`src/rtl/ideq_pkg.sv`:
```
// Shared types and codes for the indexed double-ended queue.
package ideq_pkg;

   typedef enum logic [2:0] {
      CMD_PUSH_FRONT = 3'd0,
      CMD_PUSH_BACK  = 3'd1,
      CMD_POP_FRONT  = 3'd2,
      CMD_POP_BACK   = 3'd3,
      CMD_READ       = 3'd4,
      CMD_INSERT     = 3'd5,
      CMD_ERASE      = 3'd6
   } cmd_type;

   typedef enum logic [1:0] {
      STAT_OK    = 2'd0,
      STAT_RANGE = 2'd1,
      STAT_FULL  = 2'd2
   } status_type;

   // Action broadcast to every cell of the row.
   typedef enum logic [1:0] {
      OP_HOLD   = 2'd0,
      OP_INSERT = 2'd1,
      OP_ERASE  = 2'd2
   } cell_op_type;

   typedef enum logic [2:0] {
      ST_IDLE = 3'b001,
      ST_READ = 3'b010,
      ST_DONE = 3'b100
   } state_type;

endpackage

```
`src/rtl/ideq_cell.sv`:
```
// One storage cell of the queue row: element register plus read tap stage.
module ideq_cell #(
   parameter int CNT_W  = 9,
   parameter int DATA_W = 32,
   parameter int INDEX  = 0
) (
   input  logic                  clock,
   input  ideq_pkg::cell_op_type op,
   input  logic [CNT_W-1:0]      pos,
   input  logic [CNT_W-1:0]      read_pos,
   input  logic [DATA_W-1:0]     value,
   input  logic [DATA_W-1:0]     left_data,
   input  logic [DATA_W-1:0]     right_data,
   input  logic [DATA_W-1:0]     right_tap,
   output logic [DATA_W-1:0]     data_out,
   output logic [DATA_W-1:0]     tap_out
);

   localparam logic [CNT_W-1:0] IDX = CNT_W'(INDEX);

   logic [DATA_W-1:0] data_ff, data_in;
   logic [DATA_W-1:0] tap_ff,  tap_in;

   always_comb begin
      data_in = data_ff;
      case (op)
         ideq_pkg::OP_INSERT: begin
            if (IDX == pos) data_in = value;
            else if (IDX > pos) data_in = left_data;
         end
         ideq_pkg::OP_ERASE: begin
            if (IDX >= pos) data_in = right_data;
         end
         default: data_in = data_ff;
      endcase
   end

   // Capture own element when addressed, otherwise pass the right neighbor's tap.
   assign tap_in = (IDX == read_pos) ? data_ff : right_tap;

   always_ff @(posedge clock) begin
      data_ff <= data_in;
      tap_ff  <= tap_in;
   end

   assign data_out = data_ff;
   assign tap_out  = tap_ff;

endmodule

```
`config.mk`:
```
export PLATFORM = sky130hd
export DESIGN_NAME = ideq_cell
export DESIGN_NICKNAME = d
export VERILOG_FILES = /design/src/rtl/ideq_pkg.sv /design/src/rtl/ideq_cell.sv
export SDC_FILE = /design/constraint.sdc
export NUM_CORES = 1
export LEC_CHECK = 0
export BUFFER_PORTS_ARGS = -buffer_cell sky130_fd_sc_hd__buf_4
export CORE_AREA = 2 2 89 91
export CTS_BUF_LIST = sky130_fd_sc_hd__clkbuf_8
export DETAILED_ROUTE_END_ITERATION = 10
export DIE_AREA = 0 0 91 93
export PLACE_DENSITY = 0.81
export RECOVER_POWER = 100
export SYNTH_ARGS = -nofsm -noshare
export SYNTH_HDL_FRONTEND = slang
export SYNTH_SLANG_ARGS = --single-unit
```
`constraint.sdc`:
```
create_clock -name clock -period 5.1 [get_ports clock]
set_input_delay 1.02 -clock clock [delete_from_list [all_inputs] [get_ports clock]]
set_output_delay 1.02 -clock clock [all_outputs]
set_load 0.01 [all_outputs]
```
# After elaboration in Yosys (flattened, before gate mapping)
# Cells that the tools add are included.
[totals]
out_inout_bits = 64
wordCells = 17
register_bits = 64
inputBits = 149
[classes]
order_cmp = 2
n_eq_ne = 4
reduce_logical = 4
n_mux = 5
[ops]
columns = ["operator", "count"]
rows = [
  ["$mux 32", 4],
  ["$pmux 32 s2", 1],
  ["$logic_not 9->1", 2],
  ["$ge 1x9->1 const A", 1],
  ["$gt 1x9->1 const A", 1],
  ["$ne 3x3->1 const B", 1],
  ["$reduce_and 3->1", 1],
  ["$eq 2x1->1 const B", 1],
  ["$eq 2x2->1 const B", 1],
  ["$ne 2x2->1 const B", 1],
  ["$reduce_bool 2->1", 1],
]

# Depth between registers and ports, before layout
# Gate-level depths: netlist (run 1).
[logic_depth]
word_depth = 4
depth_mapped = 5
mapped_depth_nobuf = 3

# Worst setup path after synthesis (run 1)
# Ideal clock, no wire load.
[synth_timing]
kind = "input -> register"
startpoint = "input pos[6]"
endpoint = "register data_ff[0], in the netlist data_out[0] (enable)"
arrival_time_ns = 3.702
slack_ns = 0.957
required_time_ns = 4.659
cell_stages = 4
cell_sequence = "or4_4 > buf_6 > buf_12 > nor4_2"
[synth_between]
elab_chain_cells = 3
[synth_rtl]
columns = ["element", "line", "rtl"]
rows = [
  ["start, declared", "ideq_cell.sv:9", "input logic [CNT_W-1:0] pos,"],
  ["$gt 1x9->1, or another cell as far along", "ideq_cell.sv:29", "else if (IDX > pos) data_in = left_data;"],
  ["$ne 3x3->1 (no line) / $ne 2x2->1 (equally long branches)", "--", ""],
  ["$reduce_and 3->1 (no line) (*)", "--", ""],
  ["end signal, assigned", "ideq_cell.sv:42", "data_ff <= data_in;"],
  ["end, declared", "ideq_cell.sv:21", "logic [DATA_W-1:0] data_ff, data_in;"],
]
# Every way passes the cells marked *; elsewhere a longest branch is shown, timed or not.
# A chain may end at the register's enable or synchronous reset.

# Worst setup path in the final report (run 1)
[layout_timing]
startpoint = "input pos[3]"
endpoint = "register data_ff[14], in the netlist data_out[14] (enable)"
# Same word-level chain as after synthesis.

==> results of run 1 <==
## synthesized netlist by cell type, drive strengths merged
cell / instances / area share (%)
or4: 1 / 0.36
edfxtp: 32 / 31
or2: 1 / 0.20
buf: 14 / 3.9
nor4: 3 / 0.99
nor3: 2 / 0.32
o31ai: 32 / 12
a31oi: 32 / 6.4
dfxtp: 32 / 20
nand4: 32 / 6.4
nand3: 1 / 0.16
nor2: 34 / 4.1
or3: 1 / 0.20
mux2: 32 / 11
clkbuf: 17 / 2.0
nand2b: 1 / 0.20
xnor2: 1 / 0.28
## per-layer routing
| layer | GRT usage (%) | up-vias | wire [µm] | part of all wire (%) |
|---|---|---|---|---|
| met5 | 0 | - | 0 | 0 |
| li1 | - | 1447 | - | - |
| met1 | 26.0 | 1437 | 3820 | 37 |
| met4 | 16.2 | 0 | 481 | 4.6 |
| met3 | 4.11 | 35 | 810 | 7.8 |
| met2 | 40.9 | 175 | 5310 | 51 |
## through the flow
| stage | hold slack [ps] | cell area (µm²) |
|---|---|---|
| floorplan | 529 | 3150 |
| global placement | 466 | 4750 |
| detailed placement | 472 | 4750 |
| CTS | 488 | 4930 |
| global route | 498 | 4580 |
| finish | 483 | 4580 |
## final timing paths
check | depth (start not counted) | end | start
min | 1 | tap_out[14] | data_out[14]
max | 4 | data_out[14] | pos[3]
min reg2reg | 1 | tap_out[14] | data_out[14]
max reg2reg | 1 | tap_out[1] | data_out[1]
## state kept, by name, indices dropped and copies added, names as in the netlist
register	count
data_out	32
tap_out	32
## final cells by class
cell class	instances	area share, %
Tap cell	102	2.79
Clock buffer	9	2.70
Clock inverter	7	1.31
Sequential cell	64	35.0
Multi-Input combinational cell	173	28.1
Timing Repair Buffer	217	30.2
## layout by cell type (no fill, tap or decap), types with 2 or more instances in the layout
cell type  netlist  final
buf_4            3    150
clkbuf_1        17     66
nor2_1          34     33
nand4_1         32     32
a31oi_1         32     32
edfxtp_1        32     32
dfxtp_1         32     32
o31ai_1          3     23
mux2_2          20     20
mux2_1          12     12
o31ai_2         29      9
clkbuf_8         0      9
nor4_4           0      2
inv_4            0      2
clkinv_1         0      2
clkinv_2         0      2
## power by group
| group | total, W | leakage, nW | internal (W) | switching, W |
|---|---|---|---|---|
| logic | 0.000183 | 1.13 | 0.000103 | 0.0000794 |
| registers | 0.000559 | 0.565 | 0.000555 | 0.00000359 |
| clock network | 0.000416 | 0.0987 | 0.000221 | 0.000195 |
| total | 0.00116 | 1.80 | 0.000880 | 0.000278 |
## cells by family (layout without fill, tap and decap cells)
group / Yosys count / after routing
muxes: 32 / 32
buffers and inverters: 31 / 233
xor gates and xnor gates: 1 / 1
AOI/OAI and AO/OA: 64 / 64
DFF: 64 / 64
and+or+nand+nor: 76 / 76
==> flow_metrics.env, run 1 <==
export IMPL_status="finished, violations left"
export IMPL_violations="max-capacitance violations, max-slew violations"
export IMPL_cp_num_buf_inv=2
export IMPL_grt_use_total_pct=23.4
export IMPL_critPathLaunchType="input pin"
export IMPL_placementRows=32
export IMPL_grt_pass1_wl_um=15300
export IMPL_clk_latency_ps=340
export IMPL_area_growth_pct=45.5
export IMPL_rsz0062_at_grt="no"
export IMPL_postSynthAreaPerCell_um2=11.7
export IMPL_muxShareOfSynthArea_pct=11.4
export IMPL_numCtsBuffers=9
export IMPL_cp_slowest_cell="or3_1"
export IMPL_cts_setup_buffers=0
export IMPL_tns_ps=0
export IMPL_ant_nets=0
export IMPL_coreArea_mm2=0.00753
export IMPL_io_pins=213
export IMPL_cts_tree="done"
export IMPL_end_kind="register"
export IMPL_grt_pass1_vias=3109
export IMPL_power_density_mw_per_mm2=253
export IMPL_hold_path_class="reg2reg"
export IMPL_min_period_ps=2840
export IMPL_multi_input_area_mm2=0.00129
export IMPL_crit_path_max_fanout=33
export IMPL_max_slew_margin_pct=-16.6
export IMPL_synth_compound_area_share_pct=18.6
export IMPL_slew_viol_final=33
export IMPL_num_antenna_cells=0
export IMPL_final_cells=572
export IMPL_utilization_pct=60.9
export IMPL_dp_hpwl_um=7660
export IMPL_routed_wirelength_um=10400
export IMPL_final_seq_area_mm2=0.00160
export IMPL_tightest_slew_ps=1750
export IMPL_io_buffers=212
export IMPL_drc=0
export IMPL_drt_iter0_markers=134
export IMPL_cts_path_max_buffers=2
export IMPL_cp_arrival_ps=2840
export IMPL_fin_skew_ps=8.25
export IMPL_setup_slack_ps=2260
export IMPL_wl_per_cell_um=18.2
export IMPL_vias=3094
export IMPL_netlist_area_mm2=0.00315
export IMPL_cts_clk_slew_worst_paths_ps=70
export IMPL_dieArea_mm2=0.00846
export IMPL_syn_inst=268
export IMPL_ys_warn_count=0
export IMPL_antenna_found_initial=0
export IMPL_overflow=0
export IMPL_synth_xor_area_share_pct=0.278
export IMPL_r2r_slack_ps=4230
export IMPL_path_class="in2reg"
export IMPL_max_freq_mhz=352
export IMPL_dp_slack_ps=1960
export IMPL_power_total_w=0.00116
export IMPL_path_cells="clkbuf_1, or3_1, nor4_4, buf_4"
export IMPL_fin_crit_sh_pct=55.8
export IMPL_chipHeight_um=93
export IMPL_setup_viol=0
export IMPL_hold_viol=0
export IMPL_synth_seq_cells=64
export IMPL_viasPerCell=5.41
export IMPL_start_util_pct=41.8
export IMPL_drive_gt1_share_pct=42.8
export IMPL_syn_num_nets=417
export IMPL_critical_path_top_delay_family="simple AND/OR/NAND/NOR gates"
export IMPL_irDropWorstVdd_uv=95.6
export IMPL_cts_root_buf="clkbuf_8"
export IMPL_n_fill_cell=678
export IMPL_synth_top_family_by_area="compound AO/OA/AOI/OAI gates"
export IMPL_clock_sinks=64
export IMPL_timing_max_cap_violations=1
export IMPL_die_w_um=91
export IMPL_num_nets_final=614
export IMPL_ys_types=24
export IMPL_placedCellCount=556
export IMPL_p_leak_nw=1.80
export IMPL_synth_seq_area_share_pct=50.9
export IMPL_htreeDepth=3
export IMPL_synthSimpleGateAreaFrac_pct=12.8
export IMPL_cts_resized_gates=0
export IMPL_slowest_delay_ps=900
export IMPL_hold_buffers=0
export IMPL_gp_congestion=0.806
export IMPL_cp_data_required_time_ps=5090
export IMPL_grt_max_degree=65
export IMPL_yosys_area_share_adder_pct=0
export IMPL_drt_first_pass_iters=5
Power figures use the tool's default switching activity.
==> run 2, diff against run 1 <==
- CORE_AREA: 2 2 89 91 -> 2 2 93 95
- DIE_AREA: 0 0 91 93 -> 0 0 95 97
- PLACE_DENSITY: 0.81 -> 0.78
- clock period: 5.1 -> 2.4 ns (I/O delays scaled with it)
==> flow_metrics.env, run 2 (synthesis results as in run 1) <==
export IMPL_placementRows=33
export IMPL_grt_pass1_vias=3126
export IMPL_num_antenna_cells=0
export IMPL_antenna_found_initial=0
export IMPL_multi_input_area_mm2=0.00123
export IMPL_chipHeight_um=97
export IMPL_fin_skew_ps=8.63
export IMPL_drive_gt1_share_pct=41.3
export IMPL_num_nets_final=619
export IMPL_final_cell_mix="buf_4 (149), clkbuf_1 (68), nor2_1 (33)"
export IMPL_numCtsBuffers=9
export IMPL_final_seq_area_mm2=0.00160
export IMPL_fin_crit_sh_pct=86.3
export IMPL_area_growth_pct=47.0
export IMPL_io_buffers=212
export IMPL_irDropWorstVdd_uv=366
export IMPL_layout_commonest_cell="buf_4"
export IMPL_slew_viol_final=0
export IMPL_max_slew_margin_pct=17.4
export IMPL_power_density_mw_per_mm2=542
export IMPL_path_class="in2reg"
export IMPL_r2r_cells=1
export IMPL_status="completed"
export IMPL_drt_iter0_markers=87
export IMPL_setup_viol=0
export IMPL_io_pins=213
export IMPL_rsz0062_at_grt="no"
export IMPL_cts_path_max_buffers=2
export IMPL_die_w_um=95
export IMPL_wl_per_cell_um=18.6
export IMPL_gp_congestion=0.780
export IMPL_routed_wirelength_um=10800
export IMPL_hold_path_class="in2reg"
export IMPL_cts_root_buf="clkbuf_8"
export IMPL_holdWs_ps=357
export IMPL_overflow=0
export IMPL_critPathLaunchType="input pin"
export IMPL_grt_use_total_pct=22.0
export IMPL_cts_tree="done"
export IMPL_clock_sinks=64
export IMPL_coreArea_mm2=0.00813
export IMPL_drc=0
export IMPL_worst_hold_startpoint="right_tap[11]"
export IMPL_start_util_pct=38.7
export IMPL_cp_data_required_time_ps=2420
export IMPL_p_leak_nw=1.83
export IMPL_min_to="tap_out[11]"
export IMPL_tightest_slew_ps=1240
export IMPL_hold_viol=0
export IMPL_end_kind="register"
export IMPL_min_path_cells=2
export IMPL_n_fill_cell=742
export IMPL_dp_hpwl_um=8000
export IMPL_viasPerCell=5.32
export IMPL_cp_arrival_ps=2090
export IMPL_cts_setup_buffers=0
export IMPL_reg2reg_to="tap_out[0]"
export IMPL_crit_path_max_fanout=32
export IMPL_dieArea_mm2=0.00922
export IMPL_clk_latency_ps=330
export IMPL_reg2reg_from="data_out[0]"
export IMPL_drt_first_pass_iters=4
export IMPL_min_period_ps=2070
export IMPL_cts_clk_slew_worst_paths_ps=70
export IMPL_ant_nets=0
export IMPL_timing_max_cap_violations=0
export IMPL_max_freq_mhz=483
export IMPL_grt_max_degree=44
export IMPL_r2r_slack_ps=1540
export IMPL_cts_resized_gates=0
export IMPL_vias=3088
export IMPL_tns_ps=0
export IMPL_htreeDepth=3
export IMPL_grt_pass1_wl_um=15400
export IMPL_hold_buffers=0
## run 2: cell count changes in the layout (fill, tap and decap cells not counted), moves of 2 or more
cell      before  now
o31ai_1       23   30
clkinv_1       2    0
inv_1          0    2
inv_4          2    0
buf_12         0    4
clkbuf_1      66   68
o31ai_2        9    2
clkbuf_8       9   11
## run 2: critical path, cell delays in order
cell      delay, ps
clkbuf_1        110
or4_1           620
nor4_1          580
buf_12          290
## run 2: worst max-delay path by stage
| stage | from | end | slack (ps) | cells after the start |
|---|---|---|---|---|
| after floorplan | pos[6] | data_out[0] | -460 | 4 |
| after global placement | pos[6] | data_out[18] | 340 | 4 |
| after detailed placement | pos[6] | data_out[20] | 280 | 4 |
| after CTS | pos[6] | data_out[20] | 640 | 4 |
| after global routing | pos[6] | data_out[11] | 330 | 4 |
| final | pos[6] | data_out[17] | 330 | 4 |
## run 2: final cells by class
| class | count | area share, % |
|---|---|---|
| Clock buffer | 11 | 3.27 |
| Tap cell | 105 | 2.84 |
| Timing Repair Buffer | 222 | 31.6 |
| Sequential cell | 64 | 34.6 |
| Multi-Input combinational cell | 173 | 26.7 |
| Clock inverter | 5 | 1.03 |
## run 2: where the power goes
part           total, W  leakage, nW  switching [W]  internal, W
clock          0.000932        0.112       0.000405     0.000526
combinational  0.000390         1.15       0.000165     0.000225
sequential      0.00119        0.565     0.00000790      0.00118
total           0.00251         1.83       0.000578      0.00193
## run 2: routing by layer
metal	track usage, %	share of wire, %	vias up
li1	-	-	1458
met1	24.3	38	1426
met2	39.4	52	170
met3	4.13	7.0	34
met4	10.7	3.6	0
met5	0	0	-
## run 2: per-stage QoR
stage | power [W] | util, % | area (µm²) | std cells | setup WS [ps]
after global routing | 0.00261 | 56.9 | 4630 | 580 | 326
final | 0.00251 | 56.9 | 4630 | 580 | 328
after global placement | 0.00164 | 59.5 | 4840 | 564 | 335
after detailed placement | 0.00165 | 59.5 | 4840 | 564 | 281
after floorplan | 0.00138 | - | 3160 | 268 | -459
after CTS | 0.00257 | 61.9 | 5040 | 580 | 635
